File: src/hdl/rti_pkg.sv
package rti_pkg;

    localparam int COORD_BITS_DEF = 24;
    localparam int DIR_BITS_DEF   = 16;
    localparam int LIMB_BITS      = 24;
    localparam int NUM_UOPS       = 24;

    typedef enum logic [2:0] {
        ST_IDLE,
        ST_ISSUE,
        ST_DRAIN,
        ST_CHECK,
        ST_DIV,
        ST_DONE
    } state_t;

    typedef enum logic [3:0] {
        A_D0, A_D1, A_D2,
        A_E1_0, A_E1_1, A_E1_2,
        A_E2_0, A_E2_1, A_E2_2,
        A_S0, A_S1, A_S2
    } opa_t;

    typedef enum logic [3:0] {
        B_E1_0, B_E1_1, B_E1_2,
        B_E2_0, B_E2_1, B_E2_2,
        B_P0, B_P1, B_P2,
        B_Q0, B_Q1, B_Q2
    } opb_t;

    typedef enum logic [3:0] {
        DST_NONE,
        DST_P0, DST_P1, DST_P2,
        DST_Q0, DST_Q1, DST_Q2,
        DST_DET, DST_UN, DST_VN, DST_TN
    } dst_t;

    typedef struct packed {
        opa_t opa;
        opb_t opb;
        logic neg;
        logic clr;
        dst_t dst;
    } uop_t;

    typedef struct packed {
        logic valid;
        logic first;
        logic neg;
        logic last;
        dst_t dst;
    } mac_ctl_t;

    typedef struct packed {
        logic valid;
        dst_t dst;
    } mac_wb_t;

    // p = d x e2, det = e1.p, un = s.p, q = s x e1, vn = d.q, tn = e2.q
    function automatic uop_t get_uop(input logic [4:0] idx);
        uop_t u;
        u = '{A_D0, B_E1_0, 1'b0, 1'b0, DST_NONE};
        unique case (idx)
            5'd0:  u = '{A_D1,   B_E2_2, 1'b0, 1'b1, DST_NONE};
            5'd1:  u = '{A_D2,   B_E2_1, 1'b1, 1'b0, DST_P0};
            5'd2:  u = '{A_D2,   B_E2_0, 1'b0, 1'b1, DST_NONE};
            5'd3:  u = '{A_D0,   B_E2_2, 1'b1, 1'b0, DST_P1};
            5'd4:  u = '{A_D0,   B_E2_1, 1'b0, 1'b1, DST_NONE};
            5'd5:  u = '{A_D1,   B_E2_0, 1'b1, 1'b0, DST_P2};
            5'd6:  u = '{A_E1_0, B_P0,   1'b0, 1'b1, DST_NONE};
            5'd7:  u = '{A_E1_1, B_P1,   1'b0, 1'b0, DST_NONE};
            5'd8:  u = '{A_E1_2, B_P2,   1'b0, 1'b0, DST_DET};
            5'd9:  u = '{A_S0,   B_P0,   1'b0, 1'b1, DST_NONE};
            5'd10: u = '{A_S1,   B_P1,   1'b0, 1'b0, DST_NONE};
            5'd11: u = '{A_S2,   B_P2,   1'b0, 1'b0, DST_UN};
            5'd12: u = '{A_S1,   B_E1_2, 1'b0, 1'b1, DST_NONE};
            5'd13: u = '{A_S2,   B_E1_1, 1'b1, 1'b0, DST_Q0};
            5'd14: u = '{A_S2,   B_E1_0, 1'b0, 1'b1, DST_NONE};
            5'd15: u = '{A_S0,   B_E1_2, 1'b1, 1'b0, DST_Q1};
            5'd16: u = '{A_S0,   B_E1_1, 1'b0, 1'b1, DST_NONE};
            5'd17: u = '{A_S1,   B_E1_0, 1'b1, 1'b0, DST_Q2};
            5'd18: u = '{A_D0,   B_Q0,   1'b0, 1'b1, DST_NONE};
            5'd19: u = '{A_D1,   B_Q1,   1'b0, 1'b0, DST_NONE};
            5'd20: u = '{A_D2,   B_Q2,   1'b0, 1'b0, DST_VN};
            5'd21: u = '{A_E2_0, B_Q0,   1'b0, 1'b1, DST_NONE};
            5'd22: u = '{A_E2_1, B_Q1,   1'b0, 1'b0, DST_NONE};
            5'd23: u = '{A_E2_2, B_Q2,   1'b0, 1'b0, DST_TN};
            default: u = '{A_D0, B_E1_0, 1'b0, 1'b0, DST_NONE};
        endcase
        return u;
    endfunction

endpackage

File: src/hdl/rti_mac.sv
module rti_mac #(
    parameter int MA = 25,
    parameter int L  = 24,
    parameter int LW = 2,
    parameter int AW = 80
) (
    input  logic                 clk,
    input  logic                 rst_n,
    input  logic signed [MA-1:0] a,
    input  logic signed [L:0]    b_limb,
    input  logic [LW-1:0]        limb,
    input  rti_pkg::mac_ctl_t    ctl,
    output logic signed [AW-1:0] acc,
    output rti_pkg::mac_wb_t     wb
);

    logic signed [MA+L:0]  prod_reg;
    rti_pkg::mac_ctl_t     ctl_reg;
    logic [LW-1:0]         limb_reg;
    logic signed [AW-1:0]  acc_reg;
    logic signed [AW-1:0]  acc_next;
    logic signed [AW-1:0]  term;
    logic signed [AW-1:0]  term_sh;
    rti_pkg::mac_wb_t      wb_reg;
    rti_pkg::mac_wb_t      wb_next;

    always_ff @(posedge clk or negedge rst_n)
    begin
        if (!rst_n)
        begin
            ctl_reg <= '0;
            wb_reg  <= '0;
        end
        else
        begin
            ctl_reg <= ctl;
            wb_reg  <= wb_next;
        end
    end

    always_ff @(posedge clk)
    begin
        prod_reg <= a * b_limb;
        limb_reg <= limb;
        if (ctl_reg.valid)
        begin
            acc_reg <= acc_next;
        end
    end

    always_comb
    begin
        term    = AW'(prod_reg);
        term_sh = term <<< (32'(limb_reg) * L);
        acc_next = (ctl_reg.first ? '0 : acc_reg) + (ctl_reg.neg ? -term_sh : term_sh);
        wb_next.valid = ctl_reg.valid && ctl_reg.last && (ctl_reg.dst != rti_pkg::DST_NONE);
        wb_next.dst   = ctl_reg.dst;
    end

    assign acc = acc_reg;
    assign wb  = wb_reg;

endmodule

File: config.mk
export PLATFORM = sky130hd
export DESIGN_NAME = rti_mac
export DESIGN_NICKNAME = d
export VERILOG_FILES = /design/src/hdl/rti_pkg.sv /design/src/hdl/rti_mac.sv
export SDC_FILE = /design/constraint.sdc
export NUM_CORES = 2
export LEC_CHECK = 0
export BUFFER_PORTS_ARGS = -buffer_cell sky130_fd_sc_hd__buf_2
export CAP_MARGIN = 20
export CORE_UTILIZATION = 35
export DETAILED_ROUTE_END_ITERATION = 16
export PLACE_DENSITY_LB_ADDON = 0.25
export SKIP_CTS_REPAIR_TIMING = 1
export SYNTH_ARGS = -nofsm -noshare
export SYNTH_HDL_FRONTEND = slang
export SYNTH_SLANG_ARGS = --single-unit
File: constraint.sdc
create_clock -name clk -period 8.1 [get_ports clk]
set_input_delay 1.215 -clock clk [delete_from_list [all_inputs] [get_ports clk]]
set_output_delay 1.215 -clock clk [all_outputs]
set_load 0.01 [all_outputs]
==> results.sh <==
export IMPL_hold_end="wb[0]$_DFF_PN0_"
export IMPL_multi_input_area_um2=29100
export IMPL_syn_area_um2=36200
export IMPL_hold_depth=0
export IMPL_grt_pass1_wl_mm=169
export IMPL_cts_tree="built"
export IMPL_r2r_start="limb_reg[0]$_DFF_P_"
export IMPL_ioPinCount=147
export IMPL_maxCapViolations=0
export IMPL_die_y_um=323
export IMPL_finClkSkew_ns=0.0239
export IMPL_critPathTopFamily="simple AND/OR/NAND/NOR gates"
export IMPL_max_stage_delay_ns=0.56
export IMPL_core_um2=102000
export IMPL_setup_viol=0
export IMPL_root_buffer="clkbuf_16"
export IMPL_grt_max_degree=75
export IMPL_dr_pass1_iters=6
export IMPL_hold_viol=0
export IMPL_hp_start="ctl_reg[0]$_DFF_PN0_"
export IMPL_routed_wl_mm=107
export IMPL_grtUsageTotal=0.209
export IMPL_postLayoutCoreUtil=0.384
export IMPL_cts_sinks=145
export IMPL_dieArea_um2=105000
export IMPL_setup_ws_ns=0.498
export IMPL_synth_top_area_frac=0.365
export IMPL_gp_congestion=0.953
export IMPL_area_delta_synth_final_pct=8.47
export IMPL_netlist_top_cells_area="fa_1 (36%), ha_1 (7.7%), inv_1 (6.8%), edfxtp_1 (6.6%), nand2_1 (5.4%)"
export IMPL_cp_max_fo=74
export IMPL_crit_buf_inv=4
export IMPL_worst_pin_slew_ns=1.05
export IMPL_r2r_end="acc[77]$_DFFE_PP_"
export IMPL_worstPathRequired_ns=8.32
export IMPL_clk_path_buf_depth=2
export IMPL_ys_ff_latch=145
export IMPL_nNetsFinal=5081
export IMPL_initial_core_util=0.354
export IMPL_maxSlewHeadroom=0.290
export IMPL_ys_warnings_count=0
export IMPL_rrSetupSlack_ns=0.50
export IMPL_ff2ff_path_depth=25
export IMPL_rsz0062_at_grt="no"
export IMPL_clock_fmax_ghz=0.132
export IMPL_finalSetupTns_ns=0
export IMPL_clkTransAtPathRegs_ns=0.07
export IMPL_ys_flop_type="edfxtp_1"
export IMPL_fin_cells=5519
export IMPL_synth_edf_count=80
export IMPL_clk_latency_ns=0.49
export IMPL_grt_pass1_vias=29400
export IMPL_antenna_found_initial=1
export IMPL_ys_seq_area_frac=0.104
export IMPL_place_inst=5486
export IMPL_die_w_um=323
export IMPL_worst_setup_path_end_kind="flop"
export IMPL_largest_reg_flops=80
export IMPL_pre_cts_ws_ns=0.0763
export IMPL_final_cell_mix="inv_1 (659), fa_1 (659), nand2_1 (521)"
export IMPL_numCtsBuffers=17
export IMPL_io_buffers=146
export IMPL_worst_setup_path_start_kind="flop"
export IMPL_drt_wirelength_per_cell_um=19.4
export IMPL_grt_ovfl_total=0
export IMPL_yosysTopAreaCell="fa_1"
export IMPL_cts_max_level=4
export IMPL_status="complete, no violations"
export IMPL_layout_drive_gt1_share=0.0880
export IMPL_num_vias=28364
export IMPL_syn_avg_cell_area_um2=8.89
export IMPL_n_fill_cell=10543
export IMPL_vias_per_cell=5.14
export IMPL_place_hpwl_mm=90.6
export IMPL_criticalPathCategory="reg2reg"
export IMPL_hp_class="reg2reg"
export IMPL_slowest_stage="buf_6"
export IMPL_drt_iter0_markers=2262
export IMPL_synth_cells=4071
export IMPL_antenna_left=0
export IMPL_drc=0
export IMPL_slew_viol_final=0
export IMPL_num_rows=117
export IMPL_ff_latch_area_um2=3780
export IMPL_worstPathArrival_ns=7.82
export IMPL_min_period_ns=7.60
export IMPL_synth_async_sr_flop_share=0.0897
export IMPL_fin_crit_sh=0.939
export IMPL_syn_nets=5015
export IMPL_synthDistinctLibCells=91
-- cell families (layout without fill, tap and decap cells) --
kind of cell,count (synthesis),in the layout,synth area share
and+or+nand+nor,1250,1250,0.172
AOI/OAI and AO/OA,653,653,0.114
xor gates and xnor gates,201,201,0.0487
muxes,67,67,0.0281
buffers and inverters,873,952,0.0920
other,0,1,0
adders and majority gates,882,882,0.442
DFF,145,145,0.104
-- cell type report --
class / instances / share of cell area
clock buffer: 18 / 0.0112
tap: 1368 / 0.0436
antenna: 1 / 0.0000638
timing repair buffer: 258 / 0.0411
multi-input combinational: 3053 / 0.741
sequential: 145 / 0.0963
inverter: 662 / 0.0633
clock inverter: 14 / 0.00309
-- through the flow --
| step | area (µm²) | hold WS, ns |
|---|---|---|
| 2_1_floorplan | 36200 | 0.354 |
| 3_3_place_gp | 38700 | 0.357 |
| 3_5_place_dp | 38700 | 0.374 |
| 4_1_cts | 39200 | 0.387 |
| 5_1_grt | 39200 | 0.396 |
| 6_report | 39200 | 0.382 |
-- cell usage after synthesis (30+ instances only) --
library cell and number:
a21o_1 79, a21oi_1 202, and2_1 295, clkbuf_1 188, dfxtp_1 52, edfxtp_1 80
fa_1 659, ha_1 223, inv_1 659, nand2_1 521, nand3_1 30, nand4_1 40
nor2_1 124, nor2b_1 103, nor3_1 31, o21ai_0 142, xnor2_1 134, xor2_1 67
-- layer usage --
metal  share of wire  vias up  wire length (µm)  track usage
met1            0.46    14309             49600        0.293
met4           0.023        0              2510       0.0560
li1                -    13099                 -            -
met3           0.049      128              5270       0.0193
met5               0        -                 0            0
met2            0.46      828             49800        0.345
-- worst max-delay path by stage --
stage | startpoint | endpoint | cells after the start
after floorplan | a[18] | prod_reg[49]$_DFF_P_ | 25
after global placement | a[18] | prod_reg[47]$_DFF_P_ | 25
after detailed placement | a[18] | prod_reg[49]$_DFF_P_ | 25
after CTS | limb_reg[0]$_DFF_P_ | acc[77]$_DFFE_PP_ | 25
after global routing | limb_reg[0]$_DFF_P_ | acc[77]$_DFFE_PP_ | 25
final | limb_reg[0]$_DFF_P_ | acc[77]$_DFFE_PP_ | 25
Power is left out: the tool's default activity adds up to more than one toggle a clock period on the data nets, which glitch-free logic cannot reach.
