==> src/hdl/rti_div.sv <==
module rti_div #(
    parameter int NB = 24,
    parameter int AW = 80,
    parameter int DW = 118
) (
    input  logic          clk,
    input  logic          rst_n,
    input  logic          start,
    input  logic [DW-1:0] num,
    input  logic [AW-1:0] den,
    output logic          done,
    output logic [NB-1:0] quo
);

    localparam int CW = $clog2(NB + 1);

    logic [DW-1:0] rem_reg;
    logic [DW-1:0] dv_reg;
    logic [NB-1:0] quo_reg;
    logic [CW-1:0] cnt_reg;
    logic          done_reg;
    logic [DW-1:0] lim;
    logic          ge;

    assign lim = DW'(den) << NB;
    assign ge  = rem_reg >= dv_reg;

    always_ff @(posedge clk or negedge rst_n)
    begin
        if (!rst_n)
        begin
            cnt_reg  <= '0;
            done_reg <= 1'b0;
        end
        else
        begin
            done_reg <= 1'b0;
            if (start)
            begin
                if (num >= lim)
                begin
                    cnt_reg  <= '0;
                    done_reg <= 1'b1;
                end
                else
                begin
                    cnt_reg <= CW'(NB);
                end
            end
            else if (cnt_reg != '0)
            begin
                cnt_reg <= cnt_reg - 1'b1;
                if (cnt_reg == CW'(1))
                begin
                    done_reg <= 1'b1;
                end
            end
        end
    end

    // restoring division, one quotient bit a cycle
    always_ff @(posedge clk)
    begin
        if (start)
        begin
            rem_reg <= num;
            dv_reg  <= DW'(den) << (NB - 1);
            quo_reg <= (num >= lim) ? '1 : '0;
        end
        else if (cnt_reg != '0)
        begin
            rem_reg <= ge ? rem_reg - dv_reg : rem_reg;
            dv_reg  <= dv_reg >> 1;
            quo_reg <= {quo_reg[NB-2:0], ge};
        end
    end

    assign done = done_reg;
    assign quo  = quo_reg;

endmodule

==> config.mk <==
export PLATFORM = sky130hd
export DESIGN_NAME = rti_div
export DESIGN_NICKNAME = d
export VERILOG_FILES = /design/src/hdl/rti_div.sv
export SDC_FILE = /design/constraint.sdc
export NUM_CORES = 1
export LEC_CHECK = 0
export BUFFER_PORTS_ARGS = -buffer_cell sky130_fd_sc_hd__buf_2
export CORE_MARGIN = 2
export CORE_UTILIZATION = 40
export DETAILED_ROUTE_END_ITERATION = 16
export SYNTH_ARGS = -nofsm -noshare
export SYNTH_HDL_FRONTEND = slang
export SYNTH_SLANG_ARGS = --single-unit
==> constraint.sdc <==
create_clock -name clk -period 11.8 [get_ports clk]
set_input_delay 0.59 -clock clk [delete_from_list [all_inputs] [get_ports clk]]
set_output_delay 0.59 -clock clk [all_outputs]
set_load 0.03 [all_outputs]
==> results of run 1 <==
## worst paths after layout
kind | slack, ns | to | cells after the start
worst max-delay path | 6.22 | rem_reg[74] | 14
worst min-delay path | 0.30 | dv_reg[38] | 3
worst max register to register | 6.22 | rem_reg[74] | 14
worst min register to register | 0.46 | dv_reg[0] | 2
max in group asynchronous | 11.27 | cnt_reg[2] | 2
min in group asynchronous | 0.38 | cnt_reg[4] | 2
## layer usage
metal | routed length (microns) | part of all wire, % | GRT usage (%)
met1 | 31050 | 47 | 35.09
met2 | 29350 | 44 | 38.50
met3 | 4463 | 6.7 | 3.057
met4 | 1276 | 1.9 | 5.349
met5 | 18 | 0.027 | 0
## critical path, stage by stage (launching register included)
cell and delay, ns:
edfxtp_1 0.33, inv_1 0.06, ha_1 0.42, nand4_1 0.15
or3_1 0.40, nor3_1 0.32, a211oi_1 0.17, a21boi_1 0.40
o31ai_1 0.21, a21oi_1 0.25, a211o_1 0.22, a21oi_1 0.15
a21oi_4 0.54, buf_4 0.60, buf_4 0.85
## cell families (layout without fill, tap and decap cells)
family                     after synthesis  count (layout)
and+or+nand+nor                        809             809
AOI/OAI and AO/OA                      808             808
buffers and inverters                  357             518
DFF                                    251             251
adders and majority gates              186             186
xor gates and xnor gates                81              81
muxes                                    6               6
## cell type report
class / instances / area, sq um
clock buffer: 44 / 908.4
clock inverter: 12 / 96.34
fill: 5169 / 28030
inverter: 225 / 844.6
multi-input combinational: 1890 / 12070
sequential: 251 / 7277
tap: 680 / 850.8
timing repair buffer: 237 / 1229
## power by group through the flow
stage	clock network, uW	logic (uW)	registers (uW)
finish	951	4740	1640
detailed placement	0	4660	1660
global route	1000	5270	1680
global placement	0	4640	1640
CTS	970	4690	1640
floorplan	0	3480	1640
## placed cells by master, fill, tap and decap left out, types with 8 or more instances in the layout
cell	synthesis	layout
nor4_1	30	30
clkbuf_1	99	8
a31oi_1	22	22
o21a_1	21	21
ha_1	185	185
nand2b_1	12	12
a311oi_1	9	9
o31ai_1	92	92
a21o_1	83	83
nand4_1	80	80
inv_1	225	224
nand3_1	22	22
or4_1	13	13
o21ai_1	9	8
o211ai_1	14	14
buf_2	10	224
nor2_1	170	170
xor2_1	31	31
a211oi_1	18	18
nor3_1	35	34
o21ai_0	185	185
nor2b_1	17	17
a21oi_1	231	230
edfxtp_1	222	222
or3_1	23	23
o21bai_1	38	38
clkbuf_16	0	34
xnor2_1	50	50
dfxtp_1	23	23
buf_4	2	11
or2_2	8	8
nand2_1	362	361
## through the flow
stage | std cells | hold WS, ns | instance area [sq um] | worst slack [ns]
6_report | 3339 | 0.3027 | 23270 | 6.220
5_1_grt | 3339 | 0.3009 | 23270 | 5.850
4_1_cts | 3339 | 0.2757 | 23270 | 6.215
3_5_place_dp | 3282 | 0.4262 | 22260 | 6.202
3_3_place_gp | 3282 | 0.4244 | 22260 | 6.357
2_1_floorplan | 2498 | 0.2944 | 20740 | 3.039
==> flow_metrics.tcl, run 1 <==
set metrics [dict create \
    status "finished clean" \
    total_power_uw 7331 \
    via_count 19360 \
    tightest_slew_ns 1.210 \
    antenna_left 0 \
    skew_ns 0.01508 \
    fp.dieArea_sq_mm 0.05368 \
    fmax_mhz 179.2 \
    grt_pass1_wl_mm 104.0 \
    place.gp.congestion 0.9413 \
    hp-start "den[15]" \
    clkLatencyLatePin_ns 0.58 \
    core_sq_mm 0.05130 \
    firstDrtPassIters 5 \
    synthSimpleGateAreaFrac_pct 18.05 \
    grt_pass1_vias 18740 \
    synth_top_area_share_pct 32.14 \
    crit_start "dv_reg[27]" \
    dp_hpwl_mm 51.68 \
    cts_setup_buffers 0 \
    drv_cap 0 \
    ys_seq_area_share_pct 35.09 \
    cts_tree "done" \
    cp_max_fo 63 \
    start_util_pct 40.42 \
    syn-cell-area_sq_mm 0.02074 \
    clk_path_buf_depth 3 \
    fin_crit_ns 5.580 \
    ys_ff_latch 251 \
    hold_violations 0 \
    die_w_microns 231.7 \
    cp.arrival_ns 5.77 \
    port_buffers 225 \
    synth_edf_count 222 \
    end_kind "flip-flop" \
    path_class "reg -> reg" \
    totalWireLength_mm 66.16 \
    synth.area.mux_share_pct 0.2896 \
    routedWlPerCell_microns 19.81 \
    htree_levels 1 \
    period_share_pct 47.29 \
    tns_ns 0 \
    p_int_uw 3687 \
    path_clk_slew_ns 0.06 \
    drtIter0Drc 1479 \
    boundaryPins 226 \
    synth-compound-area-share_pct 25.03 \
    antenna_found_initial 2 \
    pwr-share-clk_pct 13.0 \
    hold_path_class "in -> reg" \
    synth_fa_ha_area_share_pct 11.26 \
    die_h_microns 231.7 \
    synth_area_leaders "edfxtp_1, ha_1, nand2_1, a21oi_1, o21ai_0" \
    yosysTopAreaCell "edfxtp_1" \
    power.density_mw_per_mm2 315.0 \
    root_buffer "clkbuf_16" \
    p_switching_uw 3644 \
    yosysMostFrequentCell "nand2_1" \
    finalMaxSlewViolations 0 \
    grt_overflow 0 \
    synth_cell_types 93 \
    rsz0062_at_grt "no" \
    fin_util_pct 45.36 \
    setup-violations-final 0 \
    routed_via_density 5.799 \
    switching_share_pct 49.70 \
    syn_inst 2498 \
    crit_required_ns 11.99 \
    holdBufCountCts 1 \
    async_flop_share_pct 2.390 \
    cts_sinks 251 \
    p_leak_uw 0.009744 \
    ir_drop_v 0.0001564 \
    syn2layout_area_growth_pct 12.22 \
    drc 0 \
    ys.flop_type "edfxtp_1" \
    largest_register_ffs 118 \
    p_seq_share_pct 22.4 \
    cts_made_buffers 30 \
    grt_max_degree 104 \
    synth-xor-area-share_pct 3.421 \
    netlist_top_cells_count "nand2_1, a21oi_1, inv_1, edfxtp_1" \
    ctsResizeCount 0 \
    n_antenna_cell 0 \
    drive_gt1_share_pct 12.34 \
    rows 83 \
    synth_top_family_by_area "compound AO/OA/AOI/OAI gates" \
    r2r-start "dv_reg[27]" \
    synth_fp_nets 2885 \
    final_nets 3022 \
    slew_headroom_pct 19.36 \
    syn_avg_cell_area_sq_um 8.302 \
    start_kind "flip-flop" \
    gr-usage-all-layers_pct 24.23 \
    combinationalPowerShare_pct 64.6 \
    synth_warnings 0 \
]
Note: power is estimated with default switching activity, not from simulation.
==> inputs of run 2 (changes only) <==
--- a/config.mk
+++ b/config.mk
@@ -5,6 +5,7 @@
 export SDC_FILE = /design/constraint.sdc
 export NUM_CORES = 1
 export LEC_CHECK = 0
+export ABC_AREA = 1
 export BUFFER_PORTS_ARGS = -buffer_cell sky130_fd_sc_hd__buf_2
 export CORE_MARGIN = 2
 export CORE_UTILIZATION = 40
==> constraint.sdc (replaced) <==
create_clock -name clk -period 5.4 [get_ports clk]
set_input_delay 0.27 -clock clk [delete_from_list [all_inputs] [get_ports clk]]
set_output_delay 0.27 -clock clk [all_outputs]
set_load 0.03 [all_outputs]
==> run 2 against run 1 <==
  * The run now ends with hold timing left
  * Die area increased by 20%
  * Power grew to 2.7 times the previous value
  * Global-route usage grew 5.2 points
  * Routed wire length rose by 44%
  * Sequential share of layout area shrank 6.1 points
  * Count of clock-buffer cells in the layout increased by 1
  * Design area grew 24%
  * Non-clock buffer count is 91 higher
  * Clock skew increased by 0.0060 ns
==> flow_metrics.tcl, run 2 <==
set metrics [dict create \
    status "complete, but fails checks" \
    violations "hold timing" \
    drive_gt1_share_pct 11.17 \
    hold_path_class "in -> reg" \
    r2r_cells 15 \
    crit_family "simple AND/OR/NAND/NOR gates" \
    final_common_cell "nand2_1" \
    grt_pass1_wl_mm 142.0 \
    rr_endpoint "rem_reg[72]" \
    setup_ws_ns 1.798 \
    setup-violations-final 0 \
    place_worst_setup_slack_ns 1.918 \
    synth_top_area_share_pct 26.69 \
    min_to "rem_reg[88]" \
    antenna_found_initial 1 \
    r2r_setup_slack_ns 1.80 \
    largest_register_ffs 118 \
    fmax_mhz 277.6 \
    htree_levels 1 \
    via_count 25170 \
    n_antenna_cell 0 \
    period_share_pct 66.70 \
    r2r-start "dv_reg[14]" \
    worstSetupPathDepth 15 \
    gr-usage-all-layers_pct 29.47 \
    path_clk_slew_ns 0.06 \
    cp.arrival_ns 3.83 \
    hold_path_depth 3 \
    die_h_microns 253.9 \
    yosysMostFrequentCell "nand2_1" \
    synth_fp_nets 4437 \
    syn-cell-area_sq_mm 0.02498 \
    yosysTopAreaCell "edfxtp_1" \
    synth_warnings 0 \
    cp_common_cell "nand2_1" \
    slowest_stage "buf_4" \
    totalWireLength_mm 95.06 \
    drtIter0Drc 1977 \
    p_leak_uw 0.01589 \
    port_buffers 225 \
    clk_path_buf_depth 3 \
    firstDrtPassIters 5 \
    path_class "reg -> reg" \
    async_flop_share_pct 2.390 \
    final_nets 4743 \
    core_sq_mm 0.06171 \
    ys_seq_area_share_pct 29.13 \
    grt_max_degree 83 \
    fin_crit_ns 3.602 \
    syn_inst 4050 \
    crit_required_ns 5.63 \
    synth_edf_count 222 \
    hp-start "num[88]" \
    power.density_mw_per_mm2 678.2 \
    slew_headroom_pct 11.71 \
    tns_ns 0 \
    ys_ff_latch 251 \
    end_kind "flip-flop" \
    die_w_microns 253.9 \
    syn_avg_cell_area_sq_um 6.168 \
    dp.cells 5069 \
    hold_slack_ns -0.0007386 \
    routed_via_density 4.826 \
    finalMaxSlewViolations 0 \
    drv_cap 0 \
    hold_violations 1 \
    ir_drop_v 0.0003198 \
    instances_no_fill 5215 \
    ys.flop_type "edfxtp_1" \
    start_util_pct 40.48 \
    drc 0 \
    antenna_left 0 \
    synth_area_leaders "edfxtp_1, nand2_1, inv_1, ha_1, nor2_1" \
    cts_tree "done" \
    root_buffer "clkbuf_16" \
    crit_buf_inv 2 \
    boundaryPins 226 \
    cp_max_fo 43 \
    skew_ns 0.02112 \
    start_kind "flip-flop" \
    place.gp.congestion 1.044 \
    dp_hpwl_mm 80.28 \
    clkLatencyLatePin_ns 0.60 \
    cts_made_buffers 29 \
    total_power_uw 19640 \
    final_cell_mix "nand2_1, inv_1, nor2_1" \
    syn2layout_area_growth_pct 15.91 \
    tightest_slew_ns 1.312 \
    path_cells "inv_1 -> ha_1 -> nand2_1 -> nor2_1 -> nand2_1 -> nor2_1 -> nand2_1 -> nand3_2 -> nand3_1 -> nand2_2 -> nand2_1 -> nand2_1 -> nand2_1 -> a21oi_4 -> buf_4" \
    grt_pass1_vias 24200 \
    rsz0062_at_grt "no" \
    cts_sinks 251 \
    netlist_top_cells_count "nand2_1, inv_1, nor2_1, edfxtp_1, ha_1" \
    slowest_delay_ns 0.54 \
    routedWlPerCell_microns 18.23 \
    grt_overflow 0 \
    rows 91 \
    synth_cell_types 46 \
    fp.dieArea_sq_mm 0.06446 \
]
==> run 2: worst max-delay path by stage <==
stage	slack, ns	startpoint	end
after floorplan	0.80	cnt_reg[0]	dv_reg[100]
after global placement	1.95	dv_reg[44]	rem_reg[75]
after detailed placement	1.92	rem_reg[38]	rem_reg[74]
after CTS	1.87	rem_reg[38]	rem_reg[74]
after global routing	1.57	dv_reg[14]	rem_reg[73]
final	1.80	dv_reg[14]	rem_reg[72]
==> run 2: what timing repair did <==
action / CTS / global route
hold endpoints to repair: 99 / 0
buffers inserted: 0 / 0
hold buffers: 93 / 0
gates resized for setup: 0 / 0
==> run 2: worst reg2reg max path: cells and delay by family, from the launching register on <==
kind | cells | cell delay, ns
AOI/OAI and AO/OA | 1 | 0.19
adders and majority gates | 1 | 0.36
buffers and inverters | 2 | 0.61
DFF | 1 | 0.32
and+or+nand+nor | 11 | 1.69
==> run 2: cell families (layout without fill, tap and decap cells) <==
kind of cell               after synthesis  count (layout)  share of synthesized area [%]
adders and majority gates              186             186                          9.347
AOI/OAI and AO/OA                      292             292                          6.547
and+or+nand+nor                       2241            2241                          37.89
buffers and inverters                 1043            1371                          15.78
xor gates and xnor gates                37              37                          1.297
DFF                                    251             251                          29.13
==> run 2: where the power goes <==
part | switching, uW | internal [uW] | total [uW]
combinational | 9990 | 4040 | 14000
sequential | 284 | 3270 | 3550
clock | 841 | 1210 | 2050
==> run 2: cell type report <==
type | count | area, sq um
Inverter | 990 | 3724
Sequential cell | 251 | 7277
Tap cell | 837 | 1047
Timing Repair Buffer | 328 | 2147
Clock inverter | 8 | 107.6
Clock buffer | 45 | 877.1
Multi-Input combinational cell | 2756 | 13770
Fill cell | 6726 | 32760
==> run 2: metal layers <==
layer / global-route usage, % / wire, microns / vias up
met3: 4.456 / 6450 / 187
met1: 39.97 / 42890 / 11270
met4: 13.90 / 5099 / 2
met2: 45.99 / 40600 / 759
met5: 0 / 13 / -
li1: - / - / 12960
==> run 2: through the flow <==
step	hold WS, ns	cell area, sq um	util, %
3_5_place_dp	0.1027	27040	43.81
6_report	-0.0007386	28950	46.92
4_1_cts	0.0001530	28950	46.92
2_1_floorplan	-0.02559	24990	-
3_3_place_gp	0.1066	27040	43.81
5_1_grt	0.008560	28950	46.92
